[src/hw/rtl/mbep_pkg.sv]
// ============================================================================
// mbep_pkg: shared types and constants for the escape-time pixel engine
// Payload structs, register index codes and reset values of the config regs.
// ============================================================================
package mbep_pkg;

    // default fixed-point format: signed, 32 bits, 26 fraction bits
    localparam int COORD_BITS_DEF    = 32;
    localparam int FRACTION_BITS_DEF = 26;

    // payload widths
    localparam int POSITION_BITS = 10;
    localparam int COUNT_BITS    = 12;
    localparam int LIGHT_BITS    = 8;

    // coordinate queue between mapping front and iteration back
    localparam int QUEUE_DEPTH = 2;

    // config port
    localparam int CFG_IDX_BITS = 2;

    // config reset values
    localparam int MAX_ITER_RESET   = 128;
    localparam int LEFT_REAL_RESET  = -150994944;
    localparam int TOP_IMAG_RESET   = -75497472;
    localparam int PIXEL_STEP_RESET = 314573;

    // config register indexes
    typedef enum logic [CFG_IDX_BITS-1:0] {
        CFG_MAX_ITER   = 2'd0,
        CFG_LEFT_REAL  = 2'd1,
        CFG_TOP_IMAG   = 2'd2,
        CFG_PIXEL_STEP = 2'd3
    } t_cfg_idx;

    // one pixel request
    typedef struct packed {
        logic [POSITION_BITS-1:0] column;
        logic [POSITION_BITS-1:0] row;
    } t_pixel;

    // one pixel result
    typedef struct packed {
        logic [COUNT_BITS-1:0] iteration_count;
        logic                  inside_set;
        logic [LIGHT_BITS-1:0] lightness;
    } t_result;

endpackage

[src/hw/rtl/mbep_front.sv]
// ============================================================================
// mbep_front: pixel to complex-plane mapping
// Registers the pixel, multiplies column and row by the step, then adds the
// origin with saturation and pushes the point c into the coordinate queue.
// ============================================================================
module mbep_front #(
    parameter int COORD_BITS    = mbep_pkg::COORD_BITS_DEF,
    parameter int FRACTION_BITS = mbep_pkg::FRACTION_BITS_DEF
) (
    input  logic                          i_clk,
    input  logic                          i_rst_n,
    input  logic                          i_accept,
    input  mbep_pkg::t_pixel              i_pixel,
    input  logic signed [COORD_BITS-1:0]  i_left_real,
    input  logic signed [COORD_BITS-1:0]  i_top_imag,
    input  logic [FRACTION_BITS:0]        i_pixel_step,
    output logic                          o_busy,
    output logic                          o_push,
    output logic [2*COORD_BITS-1:0]       o_point
);

    localparam int STEP_W = FRACTION_BITS + 1;
    localparam int PROD_W = mbep_pkg::POSITION_BITS + STEP_W;
    localparam int SUM_W  = ((COORD_BITS > PROD_W) ? COORD_BITS : PROD_W) + 2;

    typedef enum logic [1:0] {
        F_IDLE,
        F_MUL,
        F_ADD
    } t_fstate;

    t_fstate                           r_state;
    logic [mbep_pkg::POSITION_BITS-1:0] r_col;
    logic [mbep_pkg::POSITION_BITS-1:0] r_row;
    logic [PROD_W-1:0]                 r_prod_re;
    logic [PROD_W-1:0]                 r_prod_im;
    logic signed [SUM_W-1:0]           sum_re;
    logic signed [SUM_W-1:0]           sum_im;
    logic signed [COORD_BITS-1:0]      c_re;
    logic signed [COORD_BITS-1:0]      c_im;
    logic                              re_ok;
    logic                              im_ok;

    // sequencer: capture, multiply, add and push
    always_ff @(posedge i_clk) begin
        if (!i_rst_n) begin
            r_state <= F_IDLE;
        end else begin
            case (r_state)
                F_IDLE: begin
                    if (i_accept) begin
                        r_state <= F_MUL;
                    end
                end
                F_MUL:   r_state <= F_ADD;
                F_ADD:   r_state <= F_IDLE;
                default: r_state <= F_IDLE;
            endcase
        end
    end

    // pixel capture and offset products
    always_ff @(posedge i_clk) begin
        if (i_accept && (r_state == F_IDLE)) begin
            r_col <= i_pixel.column;
            r_row <= i_pixel.row;
        end
        if (r_state == F_MUL) begin
            r_prod_re <= PROD_W'(r_col) * PROD_W'(i_pixel_step);
            r_prod_im <= PROD_W'(r_row) * PROD_W'(i_pixel_step);
        end
    end

    // origin plus offset, saturated to the coordinate range
    always_comb begin
        sum_re = $signed({{(SUM_W-COORD_BITS){i_left_real[COORD_BITS-1]}}, i_left_real})
               + $signed({{(SUM_W-PROD_W){1'b0}}, r_prod_re});
        sum_im = $signed({{(SUM_W-COORD_BITS){i_top_imag[COORD_BITS-1]}}, i_top_imag})
               + $signed({{(SUM_W-PROD_W){1'b0}}, r_prod_im});
        re_ok  = (sum_re[SUM_W-1:COORD_BITS-1] == {(SUM_W-COORD_BITS+1){sum_re[SUM_W-1]}});
        im_ok  = (sum_im[SUM_W-1:COORD_BITS-1] == {(SUM_W-COORD_BITS+1){sum_im[SUM_W-1]}});
        if (re_ok) begin
            c_re = sum_re[COORD_BITS-1:0];
        end else if (sum_re[SUM_W-1]) begin
            c_re = {1'b1, {(COORD_BITS-1){1'b0}}};
        end else begin
            c_re = {1'b0, {(COORD_BITS-1){1'b1}}};
        end
        if (im_ok) begin
            c_im = sum_im[COORD_BITS-1:0];
        end else if (sum_im[SUM_W-1]) begin
            c_im = {1'b1, {(COORD_BITS-1){1'b0}}};
        end else begin
            c_im = {1'b0, {(COORD_BITS-1){1'b1}}};
        end
    end

    assign o_busy  = (r_state != F_IDLE);
    assign o_push  = (r_state == F_ADD);
    assign o_point = {c_re, c_im};

endmodule

[config.mk]
export PLATFORM = sky130hd
export DESIGN_NAME = mbep_front
export DESIGN_NICKNAME = d
export VERILOG_FILES = /design/src/hw/rtl/mbep_pkg.sv /design/src/hw/rtl/mbep_front.sv
export SDC_FILE = /design/constraint.sdc
export NUM_CORES = 1
export LEC_CHECK = 0
export ABC_AREA = 1
export BUFFER_PORTS_ARGS = -buffer_cell sky130_fd_sc_hd__buf_4
export CAP_MARGIN = 20
export CORE_MARGIN = 2
export CORE_UTILIZATION = 60
export CTS_CLUSTER_DIAMETER = 60
export DETAILED_ROUTE_END_ITERATION = 6
export GPL_TIMING_DRIVEN = 0
export PLACE_DENSITY = 0.91
export RECOVER_POWER = 25
export SYNTH_ARGS = -nofsm -noshare
export SYNTH_HDL_FRONTEND = slang
export SYNTH_SLANG_ARGS = --single-unit
[constraint.sdc]
create_clock -name i_clk -period 6.6 [get_ports i_clk]
set_input_delay 0.66 -clock i_clk [delete_from_list [all_inputs] [get_ports i_clk]]
set_output_delay 0.66 -clock i_clk [all_outputs]
set_load 0.1 [all_outputs]
; Word-level counts from Yosys, hierarchy flattened
; Index checks and enable logic that the tools add are counted.
[totals]
output_inout_bits = 66
input_bits = 114
regBits = 96
[op_classes]
n_reduce_logical = 3
addsub = 2
eq_ne = 5
n_mul = 2
n_mux = 6
[op_table]
columns = cell, count
row1 = $mux W32, 4
row2 = $add A32 B38 Y39, 2
row3 = $mul A10 B27 Y37, 2
row4 = $eq A7 B7 Y1, 2
row5 = $pmux W2 S2, 1
row6 = $eq A2 B1 Y1 const B, 1
row7 = $eq A2 B2 Y1 const B, 1
row8 = $logic_not A2 Y1, 1
row9 = $mux W2, 1
row10 = $ne A2 B2 Y1 const B, 1
row11 = $reduce_bool A2 Y1, 1
row12 = $logic_and A1 B1 Y1, 1

; Logic depth before layout (Yosys ltp)
[depth]
depth_word = 3
depth_mapped = 27
depth_no_buf = 25

; Least setup slack after synthesis
; OpenSTA, ideal clock, no wires.
[synth_path]
kind = input-to-reg
startpoint = input port i_pixel_step[7]
endpoint = register r_prod_im[25], data pin
stages = 23
path_slack_ps = 1077
arrival_time_ps = 5261
t_required_ps = 6338
cell_sequence = clkbuf_1 nand2_1 fa_1 inv_1 fa_1 inv_1 fa_1 inv_1 fa_1 inv_1 fa_1 inv_1 ha_1 a21o_1 nor2_1 nand2_1 a21oi_1 inv_1 nand2_1 nand2_1 a21boi_0 o21bai_1 xor2_1
[synth_between]
elab_chain_len = 1
[synth_lines]
columns = element, line
row1 = start: declaration, mbep_front.sv:16  ; input logic [FRACTION_BITS:0] i_pixel_step,
row2 = $mul A10 B27 Y37, mbep_front.sv:70  ; r_prod_im <= PROD_W'(r_row) * PROD_W'(i_pixel_step);
row3 = end signal: assignment, mbep_front.sv:70
row4 = end: declaration, mbep_front.sv:36  ; logic [PROD_W-1:0] r_prod_im;
; Every way passes these cells.
; A chain may end at the register's enable or synchronous reset.

; Final worst setup path
[layout_path]
startpoint = register r_row[2] in the netlist's numbering
endpoint = register r_prod_im[25], data pin
[layout_between]
elab_chain_len = 1
[layout_lines]
columns = element, line
row1 = start: declaration, mbep_front.sv:34  ; logic [mbep_pkg::POSITION_BITS-1:0] r_row;
row2 = start signal: assignment, mbep_front.sv:66  ; r_row <= i_pixel.row;
row3 = $mul A10 B27 Y37, mbep_front.sv:70
; Every way passes these cells.

==> metrics.txt <==
outcome finished with violations; failing checks DRC, capacitance limit, slew limit; DIE HEIGHT between 200 and 250 µm; xor and xnor area share after synthesis 4.286%; Hold Path Stages 1; CTS tree yes; RSZ-0062 raised after global routing yes; GR Overflow Total 0; Setup WS post-layout 0.1779 ns; Syn Nets roughly 4400; Net Sw Power 9.405 mW; Netlist cell types 40; Antenna diodes 0; drt first pass iters 7; combinational power share 86.8%; clock skew ~0.0066 ns; clock-pin slew on the worst setup and hold paths roughly 0.070 ns; r2r setup slk 0.18 ns; Reg2Reg Launch Point r_row[2]$_DFFE_PP_; Setup Viol. Count Final 0; CTS Buffer Depth 2; Util after Layout 66.20%; critical path required time 6.74 ns; WP data arrival 6.56 ns; wire per inst 16.66 µm; mux cell area share after synthesis 0%; crit path max fanout 10; Area after DPL around 28000 µm²; initial antenna violation count 1; Max-cap violations 1; Synth warnings 0; Synth Register Bits 96; leakage 16.69 nW; fin crit share 97.30%; area leader, netlist fa_1; RR Endpoint r_prod_im[25]$_DFFE_PN_; min cycle time layout 6.422 ns; hold_sp i_pixel[6]; max-slew violations 31; Area Growth Syn to Fin 8.657%; Num CTS Buffers 9; Simple-Gate Fraction of Synth Area 23.76%; critical path capture point type flop; transition time of the tightest slew-check pin around 1.9 ns; Die Wd between 200 and 250 µm; clock sinks 96; HPWL Detailed 61.61 mm; Residual DRC 3; Reg power frac 9.5%; Starting Density 60.93%; NumNets Final approximately 4600; area of the core 43270 µm²; Die Area 45630 µm²; top cells by area, synth fa_1 (30%), nand2_1 (17%), inv_1 (12%); I/O pin count 180; H-tree level count 3; ANT nets after route 0; Root Buffer clkbuf_16; fin area 28640 µm²; Place WS about 0.038 ns; Clock power frac 3.7%; switch share 59.35%; Syn Area/Cell 7.160 µm²; largest net degree at the start of global routing 32; Power Dens Cells 553.2 nW/µm²; Initial DRC Count 2723; Compound-Gate Fraction of Synth Area 5.881%; row count 76; Adder-Cell Fraction of Synth Area 40.67%; layout cells sized above 1 6.370%; Setup crit start kind flop; Fin. Hold Viols 0; Mapped Area 26360 µm²; Max-slew headroom -24.77%; CP Class reg2reg; sequential area share after synthesis 10.86%; vias 24180; Peak Freq 0.1557 GHz; All-Layer GR Usage 33.31%; largest family of logic cells by synthesized area adder cells; Via density around 5.5; input/output buffers 152; Worst Hold End r_row[6]$_DFFE_PP_; worst hold path type in2reg; Synth top area share 30.22%; worst vdd ir 0.0004269 V; later-pin clock latency in the skew report 0.40 ns; Internal 6.441 mW; Setup Fix Bufs, Post-CTS 0; Cells after Synth between 3000 and 4000; Worst Reg-to-Reg Cells 23; first-pass GRT wire length 117.2 mm; drt total wl 73.80 mm; vias in the first global route 23710; placer congestion estimate 0.9830
-- kinds of logic after synthesis --
logic type | count (synthesis)
adders and majority gates | 618
buffers and inverters | 1000
and+or+nand+nor | 1559
xor gates and xnor gates | 129
AOI/OAI and AO/OA | 280
DFF | 96
-- final cells by class --
class	count	area, µm²
Multi-Input combinational cell	2586	19670
Fill cell	3632	14620
Sequential cell	96	2863
Buffer	124	580.6
Clock buffer	11	232.7
Clock inverter	5	81.33
Inverter	868	3258
Timing Repair Buffer	156	1227
Tap cell	585	732.0
-- state kept, by name, summed over array words and instances, names as in the netlist --
signal	count
r_row	10
r_prod_im	37
r_prod_re	37
r_col	10
r_state	2
-- synth_stat cells (all sizes together) --
library cell  count
o21a             11
ha              220
o31ai             3
edfxtp           94
xnor2            45
a21oi           149
fa              398
o211ai            3
and3              1
and2              1
a221oi            2
nand4            15
o21ai            58
nand2          1184
o21bai           13
clkinv            3
a21o              7
a31oi            31
nor3             20
nand3b            3
nand3           147
clkbuf          113
nor2            179
o221ai            2
nor4              9
a21boi            1
inv             865
xor2             84
buf              19
dfxtp             2
-- layer usage --
metal / up-vias / global-route usage [%] / wire length, µm
li1: 11320 / - / -
met1: 11280 / 45.60 / 29920
met2: 1337 / 49.45 / 31660
met3: 235 / 11.91 / 9816
met4: 2 / 10.80 / 2380
met5: - / 0 / 16
-- worst max path at each step --
stage / from / endpoint / cells past startpoint
after floorplan: i_pixel_step[7] / r_prod_im[25]$_DFFE_PN_ / 23
after global placement: r_row[2]$_DFFE_PP_ / r_prod_im[25]$_DFFE_PN_ / 24
after detailed placement: r_row[2]$_DFFE_PP_ / r_prod_im[25]$_DFFE_PN_ / 24
after CTS: r_row[2]$_DFFE_PP_ / r_prod_im[25]$_DFFE_PN_ / 24
after global routing: r_col[4]$_DFFE_PP_ / r_prod_re[35]$_DFFE_PN_ / 20
final: r_row[2]$_DFFE_PP_ / r_prod_im[25]$_DFFE_PN_ / 23
-- power by group through the flow --
stage | clock network (mW) | registers (mW) | logic, mW
after floorplan | 0 | 1.45 | 10.2
after global placement | 0 | 1.50 | 13.2
after detailed placement | 0 | 1.51 | 13.4
after CTS | 0.602 | 1.49 | 13.5
after global routing | 0.621 | 1.52 | 15.4
final | 0.591 | 1.51 | 13.7
-- worst max-delay path, cell delays in order, from the launching register on --
cell and delay, ns:
edfxtp_1 0.74, clkbuf_2 0.44, nand2_1 0.13, fa_1 0.53
inv_1 0.05, fa_1 0.49, inv_1 0.05, fa_1 0.53
inv_1 0.06, fa_1 0.49, inv_1 0.05, fa_1 0.47
inv_1 0.04, ha_1 0.35, a21o_1 0.21, nor2_1 0.11
nand2_1 0.09, a21oi_1 0.32, inv_1 0.12, nand2_1 0.08
nand2_1 0.09, a21boi_0 0.37, o21bai_1 0.13, xor2_1 0.17
-- layout by cell type (no fill, tap or decap), drive strengths merged, types with 84 or more instances in the layout --
master / count
fa: 398
xor2: 84
edfxtp: 94
ha: 220
a21oi: 149
clkbuf: 137
inv: 866
nand2: 1184
nand3: 147
nor2: 179
buf: 154
-- stage by stage --
| stage | power (mW) | hold slack, ns | instances | setup TNS [ns] |
|---|---|---|---|---|
| 2_1_floorplan | 11.67 | 0.4209 | 3682 | 0 |
| 3_3_place_gp | 14.66 | 0.4297 | 4419 | 0 |
| 3_5_place_dp | 14.93 | 0.5136 | 4423 | 0 |
| 4_1_cts | 15.62 | 0.4154 | 4439 | 0 |
| 5_1_grt | 17.50 | 0.4405 | 4431 | -0.05215 |
| 6_report | 15.85 | 0.4543 | 4431 | 0 |
-- what timing repair did --
action                                  CTS  global route
gates resized for setup                   0            54
hold buffers                              0             0
endpoints found under the setup margin    0            28
No activity file was read; power rests on OpenSTA's default activity.
