### config.mk
export PLATFORM = sky130hd
export DESIGN_NAME = mbep_queue
export DESIGN_NICKNAME = d
export VERILOG_FILES = /design/src/hw/rtl/mbep_pkg.sv /design/src/hw/rtl/mbep_queue.sv
export SDC_FILE = /design/constraint.sdc
export NUM_CORES = 1
export LEC_CHECK = 0
export ABC_AREA = 1
export BUFFER_PORTS_ARGS = -buffer_cell sky130_fd_sc_hd__clkbuf_2
export CAP_MARGIN = 20
export CORE_MARGIN = 3
export CORE_UTILIZATION = 50
export DETAILED_ROUTE_END_ITERATION = 10
export PLACE_DENSITY = 0.76
export RECOVER_POWER = 50
export SETUP_SLACK_MARGIN = 0.4
export SYNTH_ARGS = -nofsm -noshare
export SYNTH_HDL_FRONTEND = slang
export SYNTH_SLANG_ARGS = --single-unit
export TNS_END_PERCENT = 10
### constraint.sdc
create_clock -name i_clk -period 3.99 [get_ports i_clk]
set_clock_uncertainty 0.05 [all_clocks]
set_input_delay 0.399 -clock i_clk [delete_from_list [all_inputs] [get_ports i_clk]]
set_output_delay 0.399 -clock i_clk [all_outputs]
set_load 0.05 [all_outputs]
### src/hw/rtl/mbep_pkg.sv
// ============================================================================
// mbep_pkg: shared types and constants for the escape-time pixel engine
// Payload structs, register index codes and reset values of the config regs.
// ============================================================================
package mbep_pkg;

    // default fixed-point format: signed, 32 bits, 26 fraction bits
    localparam int COORD_BITS_DEF    = 32;
    localparam int FRACTION_BITS_DEF = 26;

    // payload widths
    localparam int POSITION_BITS = 10;
    localparam int COUNT_BITS    = 12;
    localparam int LIGHT_BITS    = 8;

    // coordinate queue between mapping front and iteration back
    localparam int QUEUE_DEPTH = 2;

    // config port
    localparam int CFG_IDX_BITS = 2;

    // config reset values
    localparam int MAX_ITER_RESET   = 128;
    localparam int LEFT_REAL_RESET  = -150994944;
    localparam int TOP_IMAG_RESET   = -75497472;
    localparam int PIXEL_STEP_RESET = 314573;

    // config register indexes
    typedef enum logic [CFG_IDX_BITS-1:0] {
        CFG_MAX_ITER   = 2'd0,
        CFG_LEFT_REAL  = 2'd1,
        CFG_TOP_IMAG   = 2'd2,
        CFG_PIXEL_STEP = 2'd3
    } t_cfg_idx;

    // one pixel request
    typedef struct packed {
        logic [POSITION_BITS-1:0] column;
        logic [POSITION_BITS-1:0] row;
    } t_pixel;

    // one pixel result
    typedef struct packed {
        logic [COUNT_BITS-1:0] iteration_count;
        logic                  inside_set;
        logic [LIGHT_BITS-1:0] lightness;
    } t_result;

endpackage

### src/hw/rtl/mbep_queue.sv
// ============================================================================
// mbep_queue: small point queue
// Holds mapped points between the front and the iteration engine so that
// the next pixel can be mapped while the current one iterates.
// ============================================================================
module mbep_queue #(
    parameter int WIDTH = 2 * mbep_pkg::COORD_BITS_DEF,
    parameter int DEPTH = mbep_pkg::QUEUE_DEPTH
) (
    input  logic             i_clk,
    input  logic             i_rst_n,
    input  logic             i_push,
    input  logic [WIDTH-1:0] i_wr_data,
    input  logic             i_pop,
    output logic [WIDTH-1:0] o_rd_data,
    output logic             o_full,
    output logic             o_valid
);

    localparam int PTR_W = (DEPTH > 1) ? $clog2(DEPTH) : 1;
    localparam int CNT_W = $clog2(DEPTH + 1);

    logic [WIDTH-1:0] r_mem [DEPTH];
    logic [PTR_W-1:0] r_wr_ptr;
    logic [PTR_W-1:0] r_rd_ptr;
    logic [CNT_W-1:0] r_count;

    // pointers and fill level
    always_ff @(posedge i_clk) begin
        if (!i_rst_n) begin
            r_wr_ptr <= '0;
            r_rd_ptr <= '0;
            r_count  <= '0;
        end else begin
            if (i_push) begin
                r_wr_ptr <= (r_wr_ptr == PTR_W'(DEPTH-1)) ? '0 : r_wr_ptr + PTR_W'(1);
            end
            if (i_pop) begin
                r_rd_ptr <= (r_rd_ptr == PTR_W'(DEPTH-1)) ? '0 : r_rd_ptr + PTR_W'(1);
            end
            if (i_push && !i_pop) begin
                r_count <= r_count + CNT_W'(1);
            end else if (i_pop && !i_push) begin
                r_count <= r_count - CNT_W'(1);
            end
        end
    end

    // storage
    always_ff @(posedge i_clk) begin
        if (i_push) begin
            r_mem[r_wr_ptr] <= i_wr_data;
        end
    end

    assign o_rd_data = r_mem[r_rd_ptr];
    assign o_full    = (r_count == CNT_W'(DEPTH));
    assign o_valid   = (r_count != '0);

endmodule

### Word-level counts from Yosys, hierarchy flattened

Memory sizes are Yosys's and may differ from the RTL's. A register that Yosys moved wholly into a read port is not among the register bits.
Cells that the tools add are included.
Widths: inputs -> output; s select.

* bits in registers: 4
* bits in latches: 0
* RAM bits: 128
* bits in read-only memories: 0
* logic and storage cells: 23
* memories: 1

Memories
* r_mem: depth 2, bits a word 64, read ports 1, clocked after memory_dff 1, wr ports 1, line mbep_queue.sv:23 `logic [WIDTH-1:0] r_mem [DEPTH];`

* add/subtract/negate cells: 4
* $mul: 0
* divide/modulo/power cells: 0
* $lt $le $gt $ge: 0
* equality and inequality tests: 1
* shift operators: 0
* mux-type cells: 8
* bitwise logic cells: 0
* reduce and logical (&&, ||, !) cells: 6

Operators with widths (number)
* $mux 1: 6
* $mux 2: 2
* $reduce_bool 2->1: 2
* $add 1x1->1 const B: 2
* $add 2x1->2 const B: 1
* $eq 2x2->1 const B: 1
* $logic_and 1x1->1: 2
* $logic_not 1->1: 2
* $sub 2x1->2 const B: 1

### Logic depth before layout (Yosys ltp)

Gate-level depths: netlist (run 1).

* depth after elaboration: 4
* mapped depth: 8
* gate-level depth less buffers: 8

### Worst setup path before layout (run 1)

No wires, ideal clock.

* path kind: in2reg
* start point: input i_push
* end point: memory r_mem[0][0] (netlist name), enable pin
* setup time: 0.488 ns
* arrival time: 3.123 ns
* required time: 3.452 ns
* slack: 0.329 ns
* cell stages on the path: 2
* path buffers: 0
* path through: inv_1 nor2_1

* cells in the longest elaborated chain, start to end: 2

Ends and longest elaborated chain
* start, declared: line mbep_queue.sv:12 `input logic i_push,`
* $mux 1: line mbep_queue.sv:51 `if (i_push) begin`
* $mux 1 (not written as such): line mbep_queue.sv:52 `r_mem[r_wr_ptr] <= i_wr_data;`
* end, declared: line mbep_queue.sv:23

No other way between the ends.

==> impl_results.rst, run 1 <==
.. list-table::
   :header-rows: 1

   * - Metric
     - Value
   * - Last weighted congestion value of the routability-driven placer
     - 0.689
   * - Clock tree from TritonCTS
     - yes
   * - Number of global-route vias before repair
     - approximately 2600
   * - CTS Hold Bufs
     - 0
   * - Mean number of vias per cell
     - roughly 4.8
   * - Total wire length
     - approximately 8500 um
   * - Number of cell rows
     - 36
   * - Number of clock sinks
     - roughly 130
   * - Number of buffers created by CTS
     - 17
   * - Met3 WL
     - between 500 and 600 um
   * - Placed Instance Area
     - between 0.005 and 0.006 mm2
   * - Total of max-cap violations
     - 1
   * - Startpoint of the worst hold path
     - i_wr_data[4]
   * - Violated checks
     - max-capacitance violations, max-slew violations
   * - Capture instance of the worst register-to-register path
     - r_mem[0][22]$_DFFE_PP_
   * - Setup repair after global routing missed its margin
     - no
   * - Worst path buffer plus inverter count
     - 2
   * - Max Used Layer
     - met4
   * - Worst-skew pair later-pin latency
     - just under 0.5 ns
   * - Post-synthesis compound-gate area fraction
     - less than 1%
   * - Final worst slack
     - approximately 1.2 ns
   * - Share of cell area taken by muxes after synthesis
     - between 10% and 20%
   * - Routed metal-1 wirelength
     - 3590 um
   * - Dominant combinational cell family by area after synthesis
     - multiplexers
   * - Stage delay of the slowest cell on the critical path
     - between 0.8 and 0.9 ns
   * - Diodes inserted
     - 0
   * - First-pass GRT wire length
     - roughly 13000 um
   * - Period utilisation layout
     - 69.5%
   * - Antenna Violating Nets Remaining
     - 0
   * - Leakage power summed over all cells
     - between 2 and 2.5 nW
   * - Sum of overflow across all layers after global routing
     - 0
   * - Effective utilization at floorplan
     - between 50% and 60%
   * - Seq/Total Area, Yosys
     - 76.6%
   * - Die Span X
     - 107 um
   * - Area of the die
     - roughly 0.012 mm2
   * - Critical path startpoint category
     - flip-flop
   * - I/O Pins
     - roughly 130
   * - Maximum buffer depth of the clock tree
     - 2
   * - Post-route total power
     - 3.55 mW
   * - Setup TNS
     - 0 ns
   * - Count of vias placed by the detailed router
     - 2529
   * - Final core area utilization
     - between 60% and 70%
   * - CP Cell Sequence
     - buf_4, mux2_4, clkbuf_2
   * - Number of nets in the layout
     - approximately 450
   * - Total Routing Usage GR
     - between 10% and 20%
   * - Maximum vdd drop
     - approximately 0.00034 V
   * - Placement-stage worst setup slack
     - 1.70 ns
   * - # Post-CTS Setup Buffers
     - 0
   * - Post-synthesis share of cell area spent on and, or, nand and nor gates
     - approximately 1.5%
   * - Count of synthesis-stage warnings from yosys
     - 0
   * - Worst hold path depth
     - 1
   * - Half-perimeter wire length after detailed placement
     - a little under 6000 um
   * - PwrDens
     - between 500 and 600 mW/mm2
   * - Mapped Avg Cell Area
     - between 20 and 25 um2
   * - Clk root buf
     - sky130_fd_sc_hd__clkbuf_8
   * - Req. time, crit path
     - approximately 3.5 ns
   * - Pin slew with the least headroom to its limit
     - about 2.4 ns
   * - Number of iterations in the first detailed-routing pass
     - 4
   * - First-iteration detailed-routing DRC count
     - 74
   * - Count of cells resized by post-cts repair
     - 0
   * - Count of state elements after synthesis
     - ~130
   * - Status
     - complete, but fails checks
   * - Worst slew margin
     - -59.1%
   * - Leading cell type in the layout, fill and taps excluded
     - sky130_fd_sc_hd__edfxtp_1
   * - Final cell area excluding filler cells
     - around 0.0064 mm2
   * - Number of distinct library cell variants in the gate-level netlist after synthesis
     - 14
   * - Cell area after synthesis
     - between 0.005 and 0.006 mm2
   * - Logic depth of the worst register-to-register path
     - 2
   * - Critical register-to-register path startpoint
     - r_wr_ptr$_SDFFE_PN0P_
   * - Post-Synthesis Cells
     - 234
   * - Input/output buffers
     - between 100 and 150
   * - Maximum frequency from static timing analysis
     - ~360 MHz
   * - Leading cell types in the layout, fill and taps excluded
     - sky130_fd_sc_hd__edfxtp_1 (128), sky130_fd_sc_hd__clkbuf_2 (80), sky130_fd_sc_hd__mux2_4 (60), sky130_fd_sc_hd__clkbuf_1 (53), sky130_fd_sc_hd__clkbuf_16 (16)
   * - WL met2
     - about 4300 um
   * - Number of pins with negative max-slew slack in the final report
     - 27
   * - Area growth from synthesis to layout
     - 24.1%
   * - Share of the synthesized netlist area taken by xor and xnor gates
     - 0%
   * - Setup-violating endpoint count in the final report
     - 0
   * - Time the final worst path needs with I/O delays and setup
     - roughly 2.8 ns
   * - Placeable core region
     - just under 0.01 mm2
   * - Endpoint with the worst hold slack
     - r_mem[0][4]$_DFFE_PP_
   * - WP data arrival
     - between 2 and 2.5 ns
   * - Final routed DRC violation total
     - 0
   * - Adder and majority gate portion of the synthesized area
     - less than 1%
   * - Critical path fanouts, max
     - 39
   * - Hold violation count in the final report
     - 0
   * - Reg2Reg Setup Slack
     - between 1 and 1.5 ns
   * - Vert. Die Dim
     - between 100 and 150 um
   * - Reg clk slew, reported paths
     - roughly 0.060 ns
   * - Number of antenna violations at the first check in global routing
     - 0
   * - H-tree levels
     - 4
   * - Library cell contributing the largest single delay on the critical path
     - sky130_fd_sc_hd__dfxtp_4
   * - Hold WC Path Type
     - in -> reg
   * - Fraction of layout instances using a drive strength above 1
     - a little under half
   * - Mapped Nets
     - 303
   * - Routed WL per cell
     - 16.1 um
   * - CP delay by family, top
     - flip-flops
   * - Worst setup path class
     - reg -> out
   * - Maximum number of pins on one net before global-route repair
     - 40
   * - Critical path capture point type
     - output port
worst register-to-register path, delay by kind of cell, from the launching register on:
family / cells / cell delay [ns]
and+or+nand+nor: 1 / 1.74
DFF: 1 / 0.32
buffers and inverters: 1 / 0.32
registers in the layout, summed over array words and instances, names as in the netlist, named ones only:
| name | count |
|---|---|
| r_count | 2 |
| r_mem | 128 |
| r_rd_ptr | 1 |
| r_wr_ptr | 1 |
power by group:
| group | internal [mW] | leakage [nW] | total (mW) | switching (mW) |
|---|---|---|---|---|
| clock network | 0.877 | 0.259 | 1.41 | 0.533 |
| logic | 0.156 | 0.989 | 0.486 | 0.330 |
| registers | 1.62 | 1.24 | 1.65 | 0.0356 |
| total | 2.65 | 2.49 | 3.55 | 0.898 |
through the flow:
step / instances / hold slack [ns]
2_1_floorplan: 234 / 0.413
3_3_place_gp: 498 / 0.427
3_5_place_dp: 498 / 0.445
4_1_cts: 529 / 0.00519
5_1_grt: 529 / 0.00102
6_report: 529 / 0.0409
cell type report:
class / count / area (um2)
Fill cell: 741 / 3520
Inverter: 8 / 30.0
Clock buffer: 17 / 414
Timing Repair Buffer: 138 / 649
Sequential cell: 133 / 3950
Clock inverter: 14 / 139
Multi-Input combinational cell: 86 / 1040
Tap cell: 133 / 166
cell families (layout without fill, tap and decap cells):
logic type	count (synthesis)	count (layout)
compound gates	2	2
fa+ha+maj	1	1
buf+inv	15	177
flops	133	133
mux	64	64
simple gates	19	19
synth_stat cells:
library cell               number  share of area, %
sky130_fd_sc_hd__edfxtp_1     128                75
sky130_fd_sc_hd__mux2_4        60                17
sky130_fd_sc_hd__nand2_1        9              0.66
sky130_fd_sc_hd__inv_1          8              0.58
sky130_fd_sc_hd__nor2_1         8              0.58
sky130_fd_sc_hd__buf_12         6               2.3
sky130_fd_sc_hd__dfxtp_1        5               1.9
sky130_fd_sc_hd__mux2_2         4              0.87
sky130_fd_sc_hd__a21oi_1        1             0.097
sky130_fd_sc_hd__buf_6          1              0.22
sky130_fd_sc_hd__ha_1           1              0.24
sky130_fd_sc_hd__nand3_1        1             0.097
sky130_fd_sc_hd__nand4_1        1              0.12
sky130_fd_sc_hd__o21ai_0        1             0.097
metal layers:
metal | GRT usage [%] | vias up
met5 | 0 | -
met4 | 5.14 | 0
met3 | 6.12 | 5
li1 | - | 1209
met1 | 18.6 | 1225
met2 | 25.2 | 90
worst max-delay path by stage:
stage / from / to / cells after the start
2_1_floorplan: i_push / r_mem[0][0]$_DFFE_PP_ / 2
3_3_place_gp: flip-flop / o_rd_data[13] / 3
3_5_place_dp: flip-flop / o_rd_data[41] / 3
4_1_cts: flip-flop / o_rd_data[41] / 3
5_1_grt: r_wr_ptr$_SDFFE_PN0P_ / r_mem[0][16]$_DFFE_PP_ / 2
6_report: flip-flop / o_rd_data[41] / 3
No activity file was read; power rests on OpenSTA's default activity.
==> run 2: changes to the inputs <==
--- a/config.mk
+++ b/config.mk
@@ -9,9 +9,9 @@
 export BUFFER_PORTS_ARGS = -buffer_cell sky130_fd_sc_hd__clkbuf_2
 export CAP_MARGIN = 20
 export CORE_MARGIN = 3
-export CORE_UTILIZATION = 50
+export CORE_UTILIZATION = 47
 export DETAILED_ROUTE_END_ITERATION = 10
-export PLACE_DENSITY = 0.76
+export PLACE_DENSITY = 0.75
 export RECOVER_POWER = 50
 export SETUP_SLACK_MARGIN = 0.4
 export SYNTH_ARGS = -nofsm -noshare
==> constraint.sdc (replaced) <==
create_clock -name i_clk -period 2.3 [get_ports i_clk]
set_clock_uncertainty 0.05 [all_clocks]
set_input_delay 0.23 -clock i_clk [delete_from_list [all_inputs] [get_ports i_clk]]
set_output_delay 0.23 -clock i_clk [all_outputs]
set_load 0.05 [all_outputs]
==> run 2 against run 1 <==
  * The flow now finishes without violations
  * Sequential share of layout area shrank 10 points
  * Critical path depth rose by 1
  * Via count is 14% higher
  * Routed wire length rose by 24%
  * Power up 89%
  * Cell area is 20% higher
  * Largest cell class unchanged
  * Largest power group unchanged
  * Highest routed layer unchanged
==> impl_results.rst, run 2 (synthesis gave the netlist of run 1 again) <==
.. list-table::
   :header-rows: 1

   * - Metric
     - Value
   * - Status
     - completed
   * - Diodes inserted
     - 0
   * - Setup repair after global routing missed its margin
     - yes
   * - Worst-skew pair later-pin latency
     - approximately 0.5 ns
   * - Reg clk slew, reported paths
     - 0.06 ns
   * - Final routed DRC violation total
     - 0
   * - First-pass GRT wire length
     - between 15000 and 20000 um
   * - Leading cell types in the layout, fill and taps excluded
     - sky130_fd_sc_hd__edfxtp_1 (128), sky130_fd_sc_hd__dlygate4sd3_1 (67), sky130_fd_sc_hd__mux2_4 (63), sky130_fd_sc_hd__clkbuf_1 (48), sky130_fd_sc_hd__buf_4 (31)
   * - Largest register by flop count
     - r_mem
   * - Capture instance of the worst register-to-register path
     - r_mem[0][16]$_DFFE_PP_
   * - Mean number of vias per cell
     - between 4 and 5
   * - H-tree levels
     - 4
   * - Maximum buffer depth of the clock tree
     - 2
   * - Sum of overflow across all layers after global routing
     - 0
   * - Met3 Track Usage GR
     - 5.40%
   * - Effective utilization at floorplan
     - about half
   * - Leakage power summed over all cells
     - between 3 and 4 nW
   * - Fraction of layout instances using a drive strength above 1
     - between 40% and 50%
   * - Antenna Violating Nets Remaining
     - 0
   * - Time the final worst path needs with I/O delays and setup
     - 1.94 ns
   * - Placeable core region
     - roughly 0.011 mm2
   * - Worst hold path depth
     - 3
   * - Area growth from synthesis to layout
     - 48.8%
   * - Vert. Die Dim
     - 111 um
   * - Library cell contributing the largest single delay on the critical path
     - sky130_fd_sc_hd__dfxtp_4
   * - Logic depth of the worst register-to-register path
     - 2
   * - Req. time, crit path
     - 2.02 ns
   * - Number of nets in the layout
     - between 500 and 600
   * - Number of clock sinks
     - about 130
   * - Number of cell rows
     - 37
   * - Hold WC Path Type
     - in -> reg
   * - Setup-violating endpoint count in the final report
     - 0
   * - M1 GR Usage
     - 17.9%
   * - Startpoint of the worst hold path
     - i_push
   * - Pin slew with the least headroom to its limit
     - a little under 0.9 ns
   * - PwrDens
     - just under 900 mW/mm2
   * - I/O Pins
     - roughly 130
   * - Setup TNS
     - 0 ns
   * - Critical register-to-register path startpoint
     - r_wr_ptr$_SDFFE_PN0P_
   * - CP delay by family, top
     - buffers and inverters
   * - Placement-stage worst setup slack
     - about 0.62 ns
   * - Final worst slack
     - 0.362 ns
   * - Number of antenna violations at the first check in global routing
     - 0
   * - Routed WL per cell
     - roughly 17 um
   * - Reg2Reg Setup Slack
     - 0.72 ns
   * - Worst path buffer plus inverter count
     - 3
   * - Count of vias placed by the detailed router
     - about 2900
   * - Number of global-route vias before repair
     - 3102
   * - Flip-flop count of the largest register after layout
     - 128
   * - Clk root buf
     - sky130_fd_sc_hd__clkbuf_8
   * - Half-perimeter wire length after detailed placement
     - around 5900 um
   * - Area of the die
     - between 0.01 and 0.015 mm2
   * - Critical path startpoint category
     - flip-flop
   * - Met2 GRT Util
     - 28.6%
   * - Worst slew margin
     - a little over 40%
   * - Filler instances
     - 665
   * - Last weighted congestion value of the routability-driven placer
     - about 0.72
   * - Period utilisation layout
     - 84.3%
   * - Number of pins with negative max-slew slack in the final report
     - 0
   * - Input/output buffers
     - 133
   * - Maximum number of pins on one net before global-route repair
     - 34
   * - Biggest regs
     - r_mem: 128 flops, r_count: 2 flops
   * - First-iteration detailed-routing DRC count
     - 95
   * - Total wire length
     - approximately 11000 um
   * - Total Routing Usage GR
     - between 10% and 20%
   * - Maximum frequency from static timing analysis
     - roughly 520 MHz
   * - Hold violation count in the final report
     - 0
   * - Most used routing layer in global routing
     - met2
   * - Endpoint with the worst hold slack
     - r_count[0]$_SDFFE_PN0P_
   * - Maximum vdd drop
     - 0.000526 V
   * - Total of max-cap violations
     - 0
   * - WP data arrival
     - around 1.7 ns
   * - Clock tree from TritonCTS
     - yes
   * - CP Cell Sequence
     - buf_8, clkbuf_16, mux2_4, buf_6
   * - Number of buffers created by CTS
     - 17
   * - Critical path capture point type
     - output port
   * - Stage delay of the slowest cell on the critical path
     - 0.38 ns
   * - Number of stages on the worst setup path
     - 4
   * - Critical path fanouts, max
     - 6
   * - Die Span X
     - 111 um
   * - Worst setup path class
     - reg -> out
   * - Leading cell type in the layout, fill and taps excluded
     - sky130_fd_sc_hd__edfxtp_1
   * - Number of iterations in the first detailed-routing pass
     - 4
## run 2: per-stage QoR
step	total power, mW	area (um2)	hold WS (ns)	util [%]	cells
after detailed placement	3.79	5930	0.373	56.5	502
final	6.69	7660	0.104	72.9	612
after CTS	6.59	7230	0.0705	68.8	603
after global placement	3.77	5930	0.369	56.5	502
after floorplan	3.59	5160	0.279	-	234
after global routing	6.93	7660	0.123	72.9	612
## run 2: timing repair
item	4_1_cts	5_1_grt
endpoints found under the hold margin	133	0
endpoints found under the setup margin	64	64
gates cloned	0	6
hold buffers	67	0
setup buffers	2	3
gates resized for setup	1	232
## run 2: worst min-delay path: stages
cell and delay (ns):
sky130_fd_sc_hd__clkbuf_2 0.13, sky130_fd_sc_hd__ha_1 0.18, sky130_fd_sc_hd__a21oi_1 0.07
## run 2: power breakdown
part / switching, mW / internal [mW]
logic: 0.662 / 0.501
clock network: 0.940 / 1.75
registers: 0.0379 / 2.80
## run 2: how the worst max path moves through the flow
stage | start | end | slack, ns
floorplan | r_wr_ptr$_SDFFE_PN0P_ | r_mem[1][0]$_DFFE_PP_ | 0.12
global placement | flip-flop | o_rd_data[47] | 0.62
detailed placement | flip-flop | o_rd_data[9] | 0.62
CTS | flip-flop | o_rd_data[9] | 0.28
global route | flip-flop | o_rd_data[17] | 0.30
finish | flip-flop | o_rd_data[61] | 0.36
## run 2: cell type report
class | count | area (um2) | share of cell area (%)
sequential | 133 | 3950 | 51.5
clock buffer | 18 | 418 | 5.45
clock inverter | 14 | 185 | 2.42
multi-input combinational | 86 | 1060 | 13.9
timing repair buffer | 217 | 1850 | 24.1
tap | 136 | 170 | 2.22
inverter | 8 | 30.0 | 0.392
## run 2: metal layers
layer / up-vias / part of all wire [%]
li1: 1364 / -
met3: 7 / 5.9
met4: 0 / 0.76
met1: 1412 / 39
met2: 103 / 54
met5: - / 0
==> run 3: changes to the inputs <==
==> constraint.sdc (replaced) <==
create_clock -name i_clk -period 1.7 [get_ports i_clk]
set_clock_uncertainty 0.05 [all_clocks]
set_input_delay 0.17 -clock i_clk [delete_from_list [all_inputs] [get_ports i_clk]]
set_output_delay 0.17 -clock i_clk [all_outputs]
set_load 0.05 [all_outputs]
==> run 3 against run 2 <==
  * The run now ends with negative setup slack left
  * Power increased by 37%
  * Clock-buffer cell count up 1
  * Cell area up 4.7%
  * Sequential share of layout area is 2.2 points lower
  * Combinational power rose by 53%
  * Die area unchanged
  * Utilization rose by 3.4 points
  * Sequential cell count is the same
  * First-iteration DRC count grew 25%
  * Register-to-register slack got worse by 0.39 ns
  * Non-clock buffer count shrank 3
  * Largest cell class unchanged
  * Highest routed layer unchanged
==> impl_results.rst, run 3 (synthesis gave the netlist of run 1 again) <==
.. list-table::
   :header-rows: 1

   * - Metric
     - Value
   * - Clk root buf
     - sky130_fd_sc_hd__clkbuf_8
   * - Critical path startpoint category
     - flip-flop
   * - Number of nets in the layout
     - around 530
   * - Biggest regs
     - r_mem: 128 flops, r_count: 2 flops
   * - First-iteration detailed-routing DRC count
     - roughly 120
   * - Maximum frequency from static timing analysis
     - roughly 520 MHz
   * - Setup TNS
     - -10.13 ns
   * - Logic depth of the worst register-to-register path
     - 2
   * - Number of iterations in the first detailed-routing pass
     - 5
   * - Hold violation count in the final report
     - 0
   * - Final worst slack
     - -0.207 ns
   * - Sum of overflow across all layers after global routing
     - 0
   * - Number of global-route vias before repair
     - roughly 3200
   * - Leading cell type in the layout, fill and taps excluded
     - sky130_fd_sc_hd__edfxtp_1
   * - Leading cell types in the layout, fill and taps excluded
     - sky130_fd_sc_hd__edfxtp_1 (128), sky130_fd_sc_hd__dlygate4sd3_1 (68), sky130_fd_sc_hd__mux2_4 (64), sky130_fd_sc_hd__buf_8 (60), sky130_fd_sc_hd__clkbuf_1 (48)
   * - Fraction of layout instances using a drive strength above 1
     - 43.1%
   * - Critical path capture point type
     - output port
   * - Routed WL per cell
     - between 15 and 20 um
   * - Placement-stage worst setup slack
     - 0.208 ns
   * - Setup repair after global routing missed its margin
     - yes
   * - Number of buffers created by CTS
     - 17
   * - Number of placed instances, taps included
     - ~500
   * - Capture point of the critical path
     - o_rd_data[55]
   * - Library cell contributing the largest single delay on the critical path
     - sky130_fd_sc_hd__dfxtp_4
   * - Req. time, crit path
     - 1.48 ns
   * - Reg2Reg Setup Slack
     - between 0.3 and 0.4 ns
   * - Reg clk slew, reported paths
     - roughly 0.06 ns
   * - Input/output buffers
     - around 130
   * - I/O Pins
     - 134
   * - Hold Worst Slack
     - a little over 0.07 ns
   * - Clock tree from TritonCTS
     - yes
   * - Final routed DRC violation total
     - 0
   * - Number of antenna violations at the first check in global routing
     - 0
   * - Stage delay of the slowest cell on the critical path
     - approximately 0.43 ns
   * - Largest register by flop count
     - r_mem
   * - Number of stages on the worst setup path
     - 4
   * - Effective utilization at floorplan
     - 49.0%
   * - Count of vias placed by the detailed router
     - around 2900
   * - Diodes inserted
     - 0
   * - Maximum vdd drop
     - about 0.00088 V
   * - WP data arrival
     - about 1.7 ns
   * - CP delay by family, top
     - buffers and inverters
   * - Maximum buffer depth of the clock tree
     - 2
   * - Time the final worst path needs with I/O delays and setup
     - ~1.9 ns
   * - Antenna Violating Nets Remaining
     - 0
   * - Worst-skew pair later-pin latency
     - 0.49 ns
   * - Flip-flop count of the largest register after layout
     - 128
   * - Period utilisation layout
     - 112%
   * - Violated checks
     - negative setup slack
   * - Mean number of vias per cell
     - about 4.7
   * - Vert. Die Dim
     - about 110 um
   * - H-tree levels
     - 4
   * - Critical register-to-register path startpoint
     - r_wr_ptr$_SDFFE_PN0P_
   * - Die Span X
     - around 110 um
   * - Critical path fanouts, max
     - 7
   * - Number of cell rows
     - 37
   * - Worst path buffer plus inverter count
     - 3
   * - Worst slew margin
     - between 60% and 70%
   * - Total Routing Usage GR
     - around 18%
   * - Hold WC Path Type
     - in -> reg
   * - Status
     - complete, but fails checks
   * - Placeable core region
     - 0.0105 mm2
   * - First-pass GRT wire length
     - 16800 um
   * - Number of pins with negative max-slew slack in the final report
     - 0
   * - Setup-violating endpoint count in the final report
     - 64
   * - PwrDens
     - 1140 mW/mm2
   * - Area growth from synthesis to layout
     - 55.8%
   * - CP Cell Sequence
     - buf_12, clkbuf_16, mux2_4, buf_8
   * - Half-perimeter wire length after detailed placement
     - 5930 um
   * - Last weighted congestion value of the routability-driven placer
     - about 0.66
   * - Non-filler cells, final
     - about 610
   * - Total wire length
     - ~11000 um
   * - Area of the die
     - between 0.01 and 0.015 mm2
   * - Maximum number of pins on one net before global-route repair
     - 43
   * - Worst setup path class
     - reg -> out
   * - Post-route total power
     - 9.16 mW
   * - Number of clock sinks
     - about 130
   * - Total of max-cap violations
     - 0
   * - Leakage power summed over all cells
     - 3.13 nW
   * - Capture instance of the worst register-to-register path
     - r_mem[0][54]$_DFFE_PP_
   * - Pin slew with the least headroom to its limit
     - approximately 0.57 ns
==> run 3: routing by layer <==
layer  global-route usage [%]  wire length [um]
met1                     20.6              4180
met2                     31.8              6450
met3                     5.35               509
met4                     5.17               100
met5                        0                 0
==> run 3: worst min path at each step <==
stage	startpoint	endpoint	cells after the start
after CTS	i_push	r_count[0]$_SDFFE_PN0P_	3
final	i_push	r_count[0]$_SDFFE_PN0P_	3
after global routing	i_push	r_count[0]$_SDFFE_PN0P_	3
after detailed placement	i_wr_data[48]	r_mem[1][48]$_DFFE_PP_	1
after floorplan	i_wr_data[0]	r_mem[0][0]$_DFFE_PP_	0
after global placement	i_wr_data[54]	r_mem[0][54]$_DFFE_PP_	1
==> run 3: layout make-up <==
type | instances | area, um2
clock inverter | 13 | 158
multi-input combinational | 86 | 1090
clock buffer | 19 | 422
fill | 601 | 2490
tap | 136 | 170
sequential | 133 | 3960
timing repair buffer | 214 | 2190
inverter | 8 | 38.8
==> run 3: repair_timing <==
action	CTS	global route
endpoints found under the hold margin	133	0
buffers inserted	3	0
cloned	1	2
endpoints found under the setup margin	66	67
resized for setup	144	68
hold buffers	68	0
pin swaps	2	2
==> run 3: where the power goes <==
| part | total (mW) | switching [mW] | internal [mW] | leakage (nW) |
|---|---|---|---|---|
| registers | 3.86 | 0.0631 | 3.79 | 1.24 |
| logic | 1.77 | 0.938 | 0.833 | 1.61 |
| clock network | 3.53 | 1.30 | 2.23 | 0.276 |
| total | 9.16 | 2.30 | 6.85 | 3.13 |
==> run 3: per-stage QoR <==
step / utilization [%] / cell area (um2)
2_1_floorplan: - / 5160
3_3_place_gp: 57.0 / 5990
3_5_place_dp: 57.0 / 5990
4_1_cts: 75.5 / 7940
5_1_grt: 76.3 / 8020
6_report: 76.3 / 8020
==> run 3: worst min-delay path: cells and delay by family <==
kind | cells | cell delay, ns
buffers and inverters | 1 | 0.15
adder cells (fa/ha/maj) | 1 | 0.19
AO/OA/AOI/OAI | 1 | 0.07
